--- src/ppmd_pkg.sv ---
// ----------------------------------------------------------------------------
// ppmd_pkg
// Shared types and constants of the position PID motor drive.
// ----------------------------------------------------------------------------
`default_nettype none
package ppmd_pkg;

  localparam int unsigned PosW = 24;
  localparam int unsigned ErrW = PosW + 2;
  localparam int unsigned PwrW = 11;
  localparam int unsigned CfgW = 16;
  localparam int unsigned CfgIdxW = 3;
  localparam int unsigned QDepth = 2;
  localparam int unsigned QPtrW = 1;

  // ceil(2^26 / 5): (x * Rcp5) >> 26 is x / 5 for any 24-bit x
  localparam logic [23:0] Rcp5 = 24'd13421773;

  typedef enum logic [2:0] {
    OP_TICK    = 3'd0,
    OP_TARGET  = 3'd1,
    OP_POWER   = 3'd2,
    OP_ENABLE  = 3'd3,
    OP_DISABLE = 3'd4,
    OP_NONE    = 3'd5
  } op_e;

  typedef enum logic [2:0] {
    REG_GAIN_P  = 3'd0,
    REG_GAIN_I  = 3'd1,
    REG_GAIN_D  = 3'd2,
    REG_PLIMIT  = 3'd3,
    REG_PIDMODE = 3'd4,
    REG_TIMEOUT = 3'd5
  } reg_e;

  typedef struct packed {
    op_e               op;
    logic signed [PosW-1:0] value;
    logic signed [PosW-1:0] position;
    logic              pid_due;
    logic              fault_ok;
    logic              lower;
    logic              upper;
    logic [31:0]       time_ms;
  } cmd_t;

  typedef struct packed {
    logic [9:0] pwm_duty;
    logic       dir_fwd;
    logic       enabled;
    logic       fault;
    logic       enc_reset;
  } res_t;

  typedef enum logic [2:0] {
    ST_IDLE, ST_MUL, ST_DIV_H, ST_DIV_R, ST_DIV_L, ST_SUM, ST_OUT
  } state_e;

  typedef enum logic [1:0] {
    TERM_P, TERM_I, TERM_D
  } term_e;

endpackage
`default_nettype wire

--- src/ppmd_front.sv ---
// ----------------------------------------------------------------------------
// ppmd_front
// Decodes incoming items and queues commands.
// ----------------------------------------------------------------------------
`default_nettype none
module ppmd_front (
  input  wire logic                clk_i,
  input  wire logic                rst_ni,
  input  wire logic                push_i,
  output logic                     full_o,
  input  wire logic [2:0]          op_i,
  input  wire logic [23:0]         value_i,
  input  wire logic [23:0]         position_i,
  input  wire logic                pid_due_i,
  input  wire logic                fault_ok_i,
  input  wire logic                lower_i,
  input  wire logic                upper_i,
  input  wire logic [31:0]         time_ms_i,
  output ppmd_pkg::cmd_t           cmd_o,
  output logic                     cmd_valid_o,
  input  wire logic                cmd_take_i
);
  import ppmd_pkg::*;

  cmd_t             q_mem [QDepth];
  logic [QPtrW-1:0] wr_q, rd_q;
  logic [QPtrW:0]   cnt_q;
  cmd_t             in_cmd;
  logic             do_push, do_pop;

  assign full_o = (cnt_q == (QPtrW+1)'(QDepth));
  assign do_push = push_i && !full_o;
  assign cmd_valid_o = (cnt_q != '0);
  assign do_pop = cmd_take_i && cmd_valid_o;
  assign cmd_o = q_mem[rd_q];

  always_comb begin
    in_cmd.op = (op_i > 3'd4) ? OP_NONE : op_e'(op_i);
    in_cmd.value = value_i;
    in_cmd.position = position_i;
    in_cmd.pid_due = pid_due_i;
    in_cmd.fault_ok = fault_ok_i;
    in_cmd.lower = lower_i;
    in_cmd.upper = upper_i;
    in_cmd.time_ms = time_ms_i;
  end

  always_ff @(posedge clk_i) begin
    if (do_push) q_mem[wr_q] <= in_cmd;
  end

  always_ff @(posedge clk_i or negedge rst_ni) begin
    if (!rst_ni) begin
      wr_q <= '0;
      rd_q <= '0;
      cnt_q <= '0;
    end else begin
      if (do_push) wr_q <= wr_q + 1'b1;
      if (do_pop) rd_q <= rd_q + 1'b1;
      cnt_q <= cnt_q + (QPtrW+1)'(do_push) - (QPtrW+1)'(do_pop);
    end
  end

  a_cnt_bound: assert property (@(posedge clk_i) disable iff (!rst_ni)
    cnt_q <= (QPtrW+1)'(QDepth)) else $error("queue count overflow");
  a_full_block: assert property (@(posedge clk_i) disable iff (!rst_ni)
    full_o && !do_pop |=> cnt_q == $past(cnt_q)) else $error("push while full");
  a_pop_empty: assert property (@(posedge clk_i) disable iff (!rst_ni)
    cnt_q == '0 && !do_push |=> cnt_q == '0) else $error("pop while empty");

endmodule
`default_nettype wire

--- src/ppmd_back.sv ---
// ----------------------------------------------------------------------------
// ppmd_back
// Carries out commands: state updates, PID terms on a shared multiplier.
// ----------------------------------------------------------------------------
`default_nettype none
module ppmd_back (
  input  wire logic                clk_i,
  input  wire logic                rst_ni,
  input  ppmd_pkg::cmd_t           cmd_i,
  input  wire logic                cmd_valid_i,
  output logic                     cmd_take_o,
  input  wire logic                cfg_we_i,
  input  wire logic [2:0]          cfg_idx_i,
  input  wire logic [15:0]         cfg_data_i,
  output ppmd_pkg::res_t           res_o,
  output logic                     res_valid_o,
  input  wire logic                res_take_i
);
  import ppmd_pkg::*;

  logic [15:0] gp_q, gi_q, gd_q, to_q;
  logic [9:0]  plim_q;
  logic        mode_q;
  logic signed [PosW-1:0] tgt_q, tgt_d;
  logic signed [ErrW-1:0] perr_q, perr_d, err_q, err_d, dp_q, dp_d;
  logic signed [PwrW-1:0] integ_q, integ_d, pwr_q, pwr_d;
  logic        en_q, en_d, flt_q, flt_d, dir_q, dir_d, enc_q, enc_d;
  logic [31:0] lct_q, lct_d;
  logic signed [45:0] acc_q, acc_d;
  state_e      st_q, st_d;
  term_e       term_q, term_d;
  logic [41:0] mag_q, mag_d;
  logic        neg_q, neg_d;
  logic [20:0] qh_q, qh_d;
  logic [4:0]  rem_q, rem_d;
  logic        res_v_q, res_v_d;
  res_t        res_q, res_d;
  logic        lim_lo_q;

  logic signed [ErrW-1:0] mul_a;
  logic [15:0]            mul_b;
  logic signed [42:0]     prod;
  logic [23:0]            rcp_x;
  logic [47:0]            rcp_p;
  logic [41:0]            quo;
  logic [31:0]            elapsed;
  logic signed [ErrW:0]   isum;
  logic signed [PosW:0]   jump;
  logic [ErrW-1:0]        emag;
  logic signed [PwrW-1:0] pw, negp;
  logic signed [PosW-1:0] vcl;
  logic signed [10:0]     plim_s;
  logic signed [PwrW:0]   pneg;
  logic [10:0]            pmag;

  assign res_o = res_q;
  assign res_valid_o = res_v_q;
  assign prod = mul_a * $signed({1'b0, mul_b});
  // divide by 20: magnitude split in two 21-bit halves, each half by reciprocal
  assign rcp_p = rcp_x * Rcp5;
  assign quo = {qh_q, rcp_p[46:26]};
  assign elapsed = cmd_i.time_ms - lct_q;
  assign emag = err_q[ErrW-1] ? ErrW'(-err_q) : err_q;
  assign plim_s = {1'b0, plim_q};

  always_ff @(posedge clk_i or negedge rst_ni) begin
    if (!rst_ni) begin
      gp_q <= '0; gi_q <= '0; gd_q <= '0; plim_q <= 10'd1023;
      mode_q <= 1'b0; to_q <= 16'd1000;
    end else if (cfg_we_i) begin
      unique case (cfg_idx_i)
        REG_GAIN_P:  gp_q <= cfg_data_i;
        REG_GAIN_I:  gi_q <= cfg_data_i;
        REG_GAIN_D:  gd_q <= cfg_data_i;
        REG_PLIMIT:  plim_q <= cfg_data_i[9:0];
        REG_PIDMODE: mode_q <= cfg_data_i[0];
        REG_TIMEOUT: to_q <= cfg_data_i;
        default: ;
      endcase
    end
  end

  always_ff @(posedge clk_i or negedge rst_ni) begin
    if (!rst_ni) begin
      st_q <= ST_IDLE; tgt_q <= '0; perr_q <= '0; integ_q <= '0; pwr_q <= '0;
      en_q <= 1'b0; flt_q <= 1'b0; dir_q <= 1'b1; enc_q <= 1'b0; lct_q <= '0;
      res_v_q <= 1'b0; err_q <= '0; dp_q <= '0; acc_q <= '0; res_q <= '0;
      term_q <= TERM_P; mag_q <= '0; neg_q <= 1'b0; qh_q <= '0; rem_q <= '0;
    end else begin
      st_q <= st_d; tgt_q <= tgt_d; perr_q <= perr_d; integ_q <= integ_d;
      pwr_q <= pwr_d; en_q <= en_d; flt_q <= flt_d; dir_q <= dir_d;
      enc_q <= enc_d; lct_q <= lct_d; res_v_q <= res_v_d; err_q <= err_d;
      dp_q <= dp_d; acc_q <= acc_d; res_q <= res_d;
      term_q <= term_d; mag_q <= mag_d; neg_q <= neg_d; qh_q <= qh_d;
      rem_q <= rem_d;
    end
  end

  always_comb begin
    st_d = st_q; tgt_d = tgt_q; perr_d = perr_q; integ_d = integ_q;
    pwr_d = pwr_q; en_d = en_q; flt_d = flt_q; dir_d = dir_q; enc_d = enc_q;
    lct_d = lct_q; err_d = err_q; dp_d = dp_q; acc_d = acc_q;
    res_d = res_q; res_v_d = res_v_q;
    term_d = term_q; mag_d = mag_q; neg_d = neg_q; qh_d = qh_q; rem_d = rem_q;
    cmd_take_o = 1'b0;
    mul_a = err_q; mul_b = gp_q;
    rcp_x = {5'd0, mag_q[41:23]};
    isum = '0; jump = '0; vcl = '0; pw = '0; negp = '0; pneg = '0; pmag = '0;
    if (res_take_i && res_v_q) res_v_d = 1'b0;
    unique case (st_q)
      ST_IDLE: begin
        if (cmd_valid_i) begin
          cmd_take_o = 1'b1;
          enc_d = 1'b0;
          st_d = ST_OUT;
          case (cmd_i.op)
            OP_TICK: begin
              pw = pwr_q;
              if (!mode_q && elapsed > {16'd0, to_q}) pw = '0;
              if (!cmd_i.fault_ok) begin
                pw = '0; en_d = 1'b0; flt_d = 1'b1;
              end
              pwr_d = pw;
              enc_d = cmd_i.upper;
              if (mode_q && cmd_i.pid_due) begin
                err_d = ErrW'(cmd_i.position) - ErrW'(tgt_q);
                dp_d = err_d - perr_q;
                perr_d = err_d;
                acc_d = '0;
                term_d = TERM_P;
                st_d = ST_MUL;
              end else begin
                if (cmd_i.lower) begin
                  if (tgt_q < 0) tgt_d = '0;
                  if (pw < 0) pwr_d = '0;
                end
                if (cmd_i.upper && pw > 0) pwr_d = '0;
              end
            end
            OP_TARGET: begin
              jump = (PosW+1)'(tgt_q) - (PosW+1)'(cmd_i.value);
              if (jump > 100 || jump < -100) integ_d = '0;
              tgt_d = cmd_i.value;
            end
            OP_POWER: begin
              lct_d = cmd_i.time_ms;
              if (en_q) begin
                vcl = cmd_i.value;
                if (vcl > PosW'(plim_s)) pwr_d = plim_s;
                else if (vcl < -PosW'(plim_s)) pwr_d = -plim_s;
                else pwr_d = PwrW'(vcl);
              end
            end
            OP_ENABLE: begin en_d = 1'b1; flt_d = 1'b0; end
            OP_DISABLE: en_d = 1'b0;
            default: ;
          endcase
        end
      end
      ST_MUL: begin
        case (term_q)
          TERM_I: begin mul_a = ErrW'(integ_q); mul_b = gi_q; end
          TERM_D: begin mul_a = dp_q; mul_b = gd_q; end
          default: ;
        endcase
        if (term_q == TERM_P && emag > ErrW'(4)) begin
          isum = (ErrW+1)'(integ_q) + (ErrW+1)'(err_q);
          if (isum > 768) integ_d = 11'sd768;
          else if (isum < -768) integ_d = -11'sd768;
          else integ_d = PwrW'(isum);
        end
        neg_d = prod[42];
        mag_d = prod[42] ? 42'(-prod) : 42'(prod);
        st_d = ST_DIV_H;
      end
      ST_DIV_H: begin
        qh_d = rcp_p[46:26];
        st_d = ST_DIV_R;
      end
      ST_DIV_R: begin
        rem_d = 5'(mag_q[41:21] - {qh_q[16:0], 4'd0} - {qh_q[18:0], 2'd0});
        st_d = ST_DIV_L;
      end
      ST_DIV_L: begin
        rcp_x = {rem_q, mag_q[20:2]};
        acc_d = neg_q ? acc_q - $signed(46'(quo)) : acc_q + $signed(46'(quo));
        if (term_q == TERM_D) st_d = ST_SUM;
        else begin
          term_d = (term_q == TERM_P) ? TERM_I : TERM_D;
          st_d = ST_MUL;
        end
      end
      ST_SUM: begin
        if (emag < ErrW'(4)) pw = '0;
        else if (acc_q > 512) pw = 11'sd512;
        else if (acc_q < -512) pw = -11'sd512;
        else pw = PwrW'(acc_q);
        pwr_d = pw;
        st_d = ST_OUT;
        // limit checks use stored switch state of this tick
        if (lim_lo_q) begin
          if (tgt_q < 0) tgt_d = '0;
          if (pw < 0) pwr_d = '0;
        end
        if (enc_q && pw > 0) pwr_d = '0;
      end
      ST_OUT: begin
        if (!res_v_q || res_take_i) begin
          negp = -pwr_q;
          pneg = -(PwrW+1)'(pwr_q);
          pmag = pneg[PwrW] ? PwrW'(-pneg) : PwrW'(pneg);
          res_d.enc_reset = enc_q;
          res_d.enabled = en_q;
          res_d.fault = flt_q;
          res_d.dir_fwd = dir_q;
          res_d.pwm_duty = '0;
          if (pwr_q != '0 && en_q) begin
            dir_d = negp > 0;
            res_d.dir_fwd = negp > 0;
            res_d.pwm_duty = (pmag > 11'd1023) ? 10'd1023 : pmag[9:0];
          end
          res_v_d = 1'b1;
          st_d = ST_IDLE;
        end
      end
      default: st_d = ST_IDLE;
    endcase
  end

  always_ff @(posedge clk_i or negedge rst_ni) begin
    if (!rst_ni) lim_lo_q <= 1'b0;
    else if (st_q == ST_IDLE && cmd_valid_i) lim_lo_q <= cmd_i.lower;
  end

  a_integ: assert property (@(posedge clk_i) disable iff (!rst_ni)
    integ_q <= 768 && integ_q >= -768) else $error("integral out of range");
  a_take: assert property (@(posedge clk_i) disable iff (!rst_ni)
    cmd_take_o |-> st_q == ST_IDLE) else $error("take outside idle");
  a_pwr: assert property (@(posedge clk_i) disable iff (!rst_ni)
    st_q == ST_OUT && $past(st_q) == ST_SUM |-> pwr_q <= 512 && pwr_q >= -512)
    else $error("pid power out of range");

endmodule
`default_nettype wire

--- src/position_pid_motor_drive.sv ---
// ----------------------------------------------------------------------------
// position_pid_motor_drive
// Position PID motor drive with anti-windup, manual power and limit switches.
//
// Input items are pushed with push while full is low; a two-entry
// command queue decouples decoding from execution. Each item yields one
// result, read from the result register while empty is low and taken
// with pop. A non-PID item goes from the queue head straight to the
// output step; a PID tick runs three terms (a 26x17 multiply, then a
// divide by twenty as two reciprocal multiplies on 21-bit halves), then
// a clamp step and the output step. The back end takes a new item only
// when the last is done, and accepts one while a result waits; when the
// receiver stalls, the back end holds at its output step and the queue
// fills, then full rises. Reset sets all registers but the queue store:
// gains 0, power limit 1023, timeout 1000, direction forward. The user
// writes configuration with cfg_we_i, cfg_idx_i and cfg_data_i only
// while the block is idle; the block itself does not enforce this.
// ----------------------------------------------------------------------------
`default_nettype none
module position_pid_motor_drive (
  input  wire logic        clk_i,
  input  wire logic        rst_ni,
  input  wire logic        push,
  output logic             full,
  input  wire logic [2:0]  operation_i,
  input  wire logic [23:0] value_i,
  input  wire logic [23:0] position_i,
  input  wire logic        pid_due_i,
  input  wire logic        fault_ok_i,
  input  wire logic        lower_limit_hit_i,
  input  wire logic        upper_limit_hit_i,
  input  wire logic [31:0] time_ms_i,
  output logic             empty,
  input  wire logic        pop,
  output logic [9:0]       pwm_duty_o,
  output logic             direction_forward_o,
  output logic             motor_enabled_o,
  output logic             fault_indicator_o,
  output logic             encoder_reset_request_o,
  input  wire logic        cfg_we_i,
  input  wire logic [2:0]  cfg_idx_i,
  input  wire logic [15:0] cfg_data_i
);
  import ppmd_pkg::*;

  cmd_t        cmd;
  res_t        res;
  logic        cmd_valid, cmd_take, res_valid;

  ppmd_front u_front (
    .clk_i, .rst_ni, .push_i(push), .full_o(full), .op_i(operation_i),
    .value_i, .position_i, .pid_due_i, .fault_ok_i,
    .lower_i(lower_limit_hit_i), .upper_i(upper_limit_hit_i), .time_ms_i,
    .cmd_o(cmd), .cmd_valid_o(cmd_valid), .cmd_take_i(cmd_take)
  );

  ppmd_back u_back (
    .clk_i, .rst_ni, .cmd_i(cmd), .cmd_valid_i(cmd_valid),
    .cmd_take_o(cmd_take), .cfg_we_i, .cfg_idx_i, .cfg_data_i,
    .res_o(res), .res_valid_o(res_valid), .res_take_i(pop)
  );

  assign empty = !res_valid;
  assign pwm_duty_o = res.pwm_duty;
  assign direction_forward_o = res.dir_fwd;
  assign motor_enabled_o = res.enabled;
  assign fault_indicator_o = res.fault;
  assign encoder_reset_request_o = res.enc_reset;

endmodule
`default_nettype wire
--- config.mk ---
export PLATFORM = sky130hd
export DESIGN_NAME = position_pid_motor_drive
export DESIGN_NICKNAME = d
export VERILOG_FILES = /design/src/ppmd_pkg.sv /design/src/ppmd_front.sv /design/src/ppmd_back.sv /design/src/position_pid_motor_drive.sv
export SDC_FILE = /design/constraint.sdc
export NUM_CORES = 2
export LEC_CHECK = 0
export ABC_AREA = 1
export BUFFER_PORTS_ARGS = -buffer_cell sky130_fd_sc_hd__buf_2
export CAP_MARGIN = 20
export CELL_PAD_IN_SITES_DETAIL_PLACEMENT = 1
export CELL_PAD_IN_SITES_GLOBAL_PLACEMENT = 1
export CORE_MARGIN = 8
export CORE_UTILIZATION = 45
export CTS_CLUSTER_SIZE = 28
export DETAILED_ROUTE_END_ITERATION = 12
export PLACE_DENSITY = 0.79
export SYNTH_ARGS = -nofsm -noshare
export SYNTH_HDL_FRONTEND = slang
export SYNTH_SLANG_ARGS = --single-unit
--- constraint.sdc ---
create_clock -name clk_i -period 13.82 [get_ports clk_i]
set_input_delay 0.691 -clock clk_i [delete_from_list [all_inputs] [get_ports clk_i]]
set_output_delay 0.691 -clock clk_i [all_outputs]
set_load 0.01 [all_outputs]
* Word-level counts from Yosys, hierarchy flattened *
Memory sizes are Yosys's and may differ from the RTL's.
Cells that the tools add are included.

word-level totals
  bits in registers = 348
  bits of input ports = 111
  RAM bits = 174
  memories kept = 1
  logic and storage cells = 229
  output and inout bits = 16

memory list
  name           words  width  read ports  clocked after memory_dff  wr ports  line              RTL
  u_front.q_mem  2      87     1           0                         1         ppmd_front.sv:25  cmd_t q_mem [QDepth];

operators by class
  multiply operators = 2
  $lt $le $gt $ge = 19
  equal/unequal tests = 33
  add/subtract/negate cells = 20
  multiplexer cells = 76
  reduce and logical (&&, ||, !) cells = 45

operators with widths
  operator                                                          count
  two-way mux 11 bit                                                28
  two-way mux 46 bit                                                4
  two-way mux 24 bit                                                6
  case mux 24 bit (2 select lines)                                  2
  case mux 46 bit (2 select lines)                                  1
  case mux 11 bit (2 select lines)                                  3
  two-way mux 26 bit                                                2
  case mux 26 bit (2 select lines)                                  1
  subtractor 24 x 24 -> 25 bit                                      2
  multiplier 24 x 24 -> 47 bit (second input constant)              1
  adder 46 x 43 -> 46 bit                                           1
  greater-than comparator 46 x 11 -> 1 bit (second input constant)  1
  less-than comparator 46 x 10 -> 1 bit (second input constant)     1
  subtractor 46 x 43 -> 46 bit                                      1
  multiplier 26 x 17 -> 43 bit                                      1
  two-way mux 42 bit                                                1
  negator 42 bit                                                    1
  greater-than comparator 11 x 1 -> 1 bit (second input constant)   3
  greater-than comparator 32 x 16 -> 1 bit                          1
  case mux 16 bit (2 select lines)                                  1
  subtractor 32 bit                                                 1
  greater-than comparator 27 x 11 -> 1 bit (second input constant)  1
  less-than comparator 27 x 11 -> 1 bit (second input constant)     1
  adder 11 x 25 -> 26 bit                                           1
  51 further kinds                                                  129

* Logic depth before layout (Yosys ltp) *
An unclocked memory read counts as a cell.

  word-level depth = 17
  gate-level depth with buffers = 61
  mapped depth without buffers = 61

* Cells and area by module *
A second synthesis with hierarchy kept.

unflattened totals
  cells, all modules = 8,754
  area, all modules = 64,659.5 sq um

by module, submodules not included
  module                    times used  seq. area each (sq um)  cells each  area each (sq um)
  ppmd_back                 1           8,579.5                 8,259       58,066.9
  ppmd_front                1           5,325.1                 494         6,588.8
  position_pid_motor_drive  1           0.0                     1           3.8

* Worst setup path before layout *
No wires, ideal clock.

  path kind = reg-to-reg
  from = register u_back.st_q[0]
  to = register u_back.acc_q[39]
  slack = 4.343 ns
  data required time = 13.737 ns
  stages on the path, launching flop included = 51
  period minus slack after synthesis = 9.477 ns
  data arrival time = 9.394 ns
  cell sequence = dfrtp_1 > nor2_4 > nand2_4 > clkbuf_1 > clkbuf_1 > clkbuf_1 > nand2_1 > nand2_1 > ha_1 > fa_1 > inv_1 > fa_1 > inv_1 > fa_1 > fa_1 > fa_1 > inv_1 > fa_1 > [... 15 more ...] > nand2_2 > nand2_1 > o21ai_0 > xor2_1 > ha_1 > a21oi_1 > inv_1 > a31oi_1 > nand2_1 > nand2_1 > o211ai_1 > a21oi_1 > o21ai_0 > a21o_1 > nand3_1 > o311ai_0 > xnor2_1 > o21ai_0

on the way
  longest elaborated chain between the ends = 6
  elaborated cells on any way between the ends = 13
  classes of those cells = add/sub (2); mul (1); eq/ne (4); mux (3); reduce/logical (3)

RTL lines
  item                                                                     line              RTL
  start, declared                                                          ppmd_back.sv:30   state_e st_q, st_d;
  start signal, assigned                                                   ppmd_back.sv:90   st_q <= st_d; tgt_q <= tgt_d; perr_q <= perr_d; integ_q <= integ_d;
  equality test 3 bit                                                      ppmd_back.sv:110  unique case (st_q)
  two-way mux 24 bit                                                       ppmd_back.sv:110
  multiplier 24 x 24 -> 47 bit                                             ppmd_back.sv:60   assign rcp_p = rcp_x * Rcp5;
  adder 46 x 43 -> 46 bit or subtractor 46 x 43 -> 46 bit (tied branches)  ppmd_back.sv:186  acc_d = neg_q ? acc_q - $signed(46'(quo)) : acc_q + $signed(46'(quo));
  two-way mux 46 bit                                                       ppmd_back.sv:186
  case mux 46 bit (2 select lines)                                         ppmd_back.sv:110
  end signal, assigned                                                     ppmd_back.sv:87   res_v_q <= 1'b0; err_q <= '0; dp_q <= '0; acc_q <= '0; res_q <= '0;
  end signal, assigned                                                     ppmd_back.sv:93   dp_q <= dp_d; acc_q <= acc_d; res_q <= res_d;
  end, declared                                                            ppmd_back.sv:29   logic signed [45:0] acc_q, acc_d;

Parallel ways exist; a longest one is shown, timed or not.
A chain may end at the register's enable or synchronous reset.

* Final worst setup path *
  from = register u_back.st_q[0]
  to = register u_back.acc_q[36]

The elaborated chain is that of the path after synthesis.

==> results.md <==
- Antenna-violating nets left: 0
- Die Ht: 390.8 um
- Syn Inst Count: 8223
- Synth Cell Area: 63200 um2
- Setup TNS: 0 ps
- First-pass GRT wire length: 340900 um
- Per-cell routed wire length: 21.03 um
- Initial Utilization: 45.30%
- Top cells by count, synth: nand2_1 (1823), inv_1 (1654), nor2_1 (739)
- Area share of the largest cell type after synthesis: 19.73%
- Yosys warning total: 0
- Initial antenna violation count: 7
- Setup crit end kind: register
- Final Net Count: 9643
- Worst Hold Class: primary input to register
- Hold WS: 203.1 ps
- Count of input and output buffers: 126
- Worst EP arrival: 12630 ps
- Post-route DRC: 0
- Seq/Total Area, Yosys: 22.00%
- # setup viols final: 0
- Met3 GRT Util: 2.744%
- Worst-skew pair later-pin latency: 690 ps
- Worst Tran Pin Value: 1192 ps
- Max_cap viols: 0
- I/O Pins: 127
- Initial DRC Count: 2973
- Distinct cells, synth: 83
- Util after Layout: 49.10%
- Total grt overflow: 0
- Clk slew on worst S/H paths: 60 ps
- Via count: 55850
- Via/cell ratio: 5.447
- Largest net degree at the start of global routing: 71
- Post-Syn Area per Cell: 7.686 um2
- Drt pass-1 iters: 6
- Mapped Nets: 9547
- Critical path type: register to register
- Post-synth top area cell: fa_1
- Slowest CP cell: nand2_4
- Total Routing Usage GR: 28.01%
- Final Hold Fails: 0
- Maximum clock path buffer count: 3
- Layout cells sized above 1: 5.937%
- Cts repair resizes: 0
- CP Max Fanout: 68
- Most used routing layer: met2
- Data required time of the worst path: 14380 ps
- Critical Path Start Type: register
- Critical path's most frequent cell: fa_1
- Vias in the first global route: 60650
- Clk_skew: 66.84 ps
- Root buf cell: clkbuf_16
- Primary FF master, synth: dfrtp_1
- CTS tree: yes
- Grt met2 use: 49.44%
- Clock sink total: 520
- Final Max Tran Viols: 0
- Ys async rst share: 66.54%
- Routability-driven placement congestion ratio: 0.9450
- Post-synth EDFFs: 174
- Chip Width: 390.8 um
- Fmax: 0.08280 GHz
- Dpl hpwl: 178300 um
- RSZ-0062 raised after global routing: no
- Synthesis-stage register bit count: 520
- Slew headroom: 20.28%
- Period utilization: 87.39%
- Status: finished, final reports clean
- H-tree Lvls: 3
- Routed wire length: 215600 um
- M1 GR Usage: 35.92%
- # rows: 137
- CP max stage delay: 680 ps
- Core Box Area: 139500 um2
- Synthesis-to-finish area growth: 8.392%
- R2R setup slack: 1740 ps
- Final Cell Area: 68510 um2
- Leading post-synthesis cells by cell area: fa_1 (20%), dfrtp_1 (13%), ha_1 (12%)
- Fin crit period: 12080 ps
- Placed Instance Area: 66130 um2
- Num CTS Buffers: 67
- DIE AREA: 152700 um2
- Top-count cell post-synth: nand2_1
[stage by stage]
step / std cells / setup WS, ps
after global routing: 10250 / 894.1
final: 10250 / 1743
after global placement: 10120 / 2097
after floorplan: 8223 / 4343
after detailed placement: 10120 / 1811
after CTS: 10250 / 1744
[worst max-delay path, delay by kind of cell, from the launching register on]
| family | cells | cell delay (ps) |
|---|---|---|
| and+or+nand+nor | 17 | 3320 |
| xor gates and xnor gates | 2 | 340 |
| buffers and inverters | 7 | 1260 |
| DFF | 1 | 470 |
| AOI/OAI and AO/OA | 9 | 1810 |
| adders and majority gates | 10 | 4690 |
[flip-flops by register name, summed over array words and instances, names as in the netlist, 3 cells and up]
| name | flops |
|---|---|
| u_back.gp_q | 16 |
| u_front.q_mem | 174 |
| u_back.mag_q | 40 |
| u_back.to_q | 16 |
| u_back.tgt_q | 24 |
| u_back.integ_q | 11 |
| u_back.dp_q | 26 |
| u_back.plim_q | 10 |
| u_back.pwr_q | 11 |
| u_back.res_o | 14 |
| u_back.qh_q | 21 |
| u_back.rem_q | 5 |
| u_back.lct_q | 32 |
| u_back.st_q | 3 |
| u_back.perr_q | 25 |
| u_back.acc_q | 46 |
| u_back.gi_q | 16 |
| u_back.gd_q | 16 |
[layout make-up]
cell class	instances	area, um2
Antenna cell	6	15.01
Timing Repair Buffer	208	1266
Sequential cell	520	13910
Clock inverter	28	447.9
Tap cell	1876	2347
Multi-Input combinational cell	5843	42330
Fill cell	17340	71020
Inverter	1679	6304
Clock buffer	93	1894
[cell families after synthesis]
group           Yosys count  share of synthesized area [%]
simple gates           3185                          21.00
mux                       4                        0.06335
flops                   520                          22.00
compound gates         1155                          10.35
buf+inv                1860                          11.12
xor+xnor                286                          4.052
fa+ha+maj              1213                          31.41
[layout by cell type (no fill, tap or decap), types with 196 or more instances in the layout]
cell / n
a21oi_1: 402
fa_1: 623
inv_1: 1653
dfrtp_1: 328
nand2_1: 1823
o21ai_0: 436
ha_1: 590
xor2_1: 196
nand3_1: 271
nor2_1: 730
[final timing paths]
kind / startpoint / end / depth (start not counted)
setup / recovery: u_back.st_q[0] / u_back.acc_q[36] / 45
hold / removal: value_i[20] / u_front.q_mem[1][80] / 1
setup reg to reg: u_back.st_q[0] / u_back.acc_q[36] / 45
hold reg to reg: u_back.res_o[11] / u_back.res_o[11] / 2
max in group asynchronous: rst_ni / u_back.gp_q[15] / 5
min in group asynchronous: rst_ni / u_back.acc_q[41] / 2
[repair_timing]
item / CTS / global route
hold buffers: 1 / 0
buffers inserted: 0 / 0
hold endpoints to repair: 46 / 0
[metal layers]
metal,wire (um),part of all wire [%]
met3,7794,3.6
met4,8091,3.8
met5,0,0
met2,106800,50
met1,92930,43
Power is not shown: default switching activity piles up to over one toggle a cycle in this logic, so the estimate is an artifact.
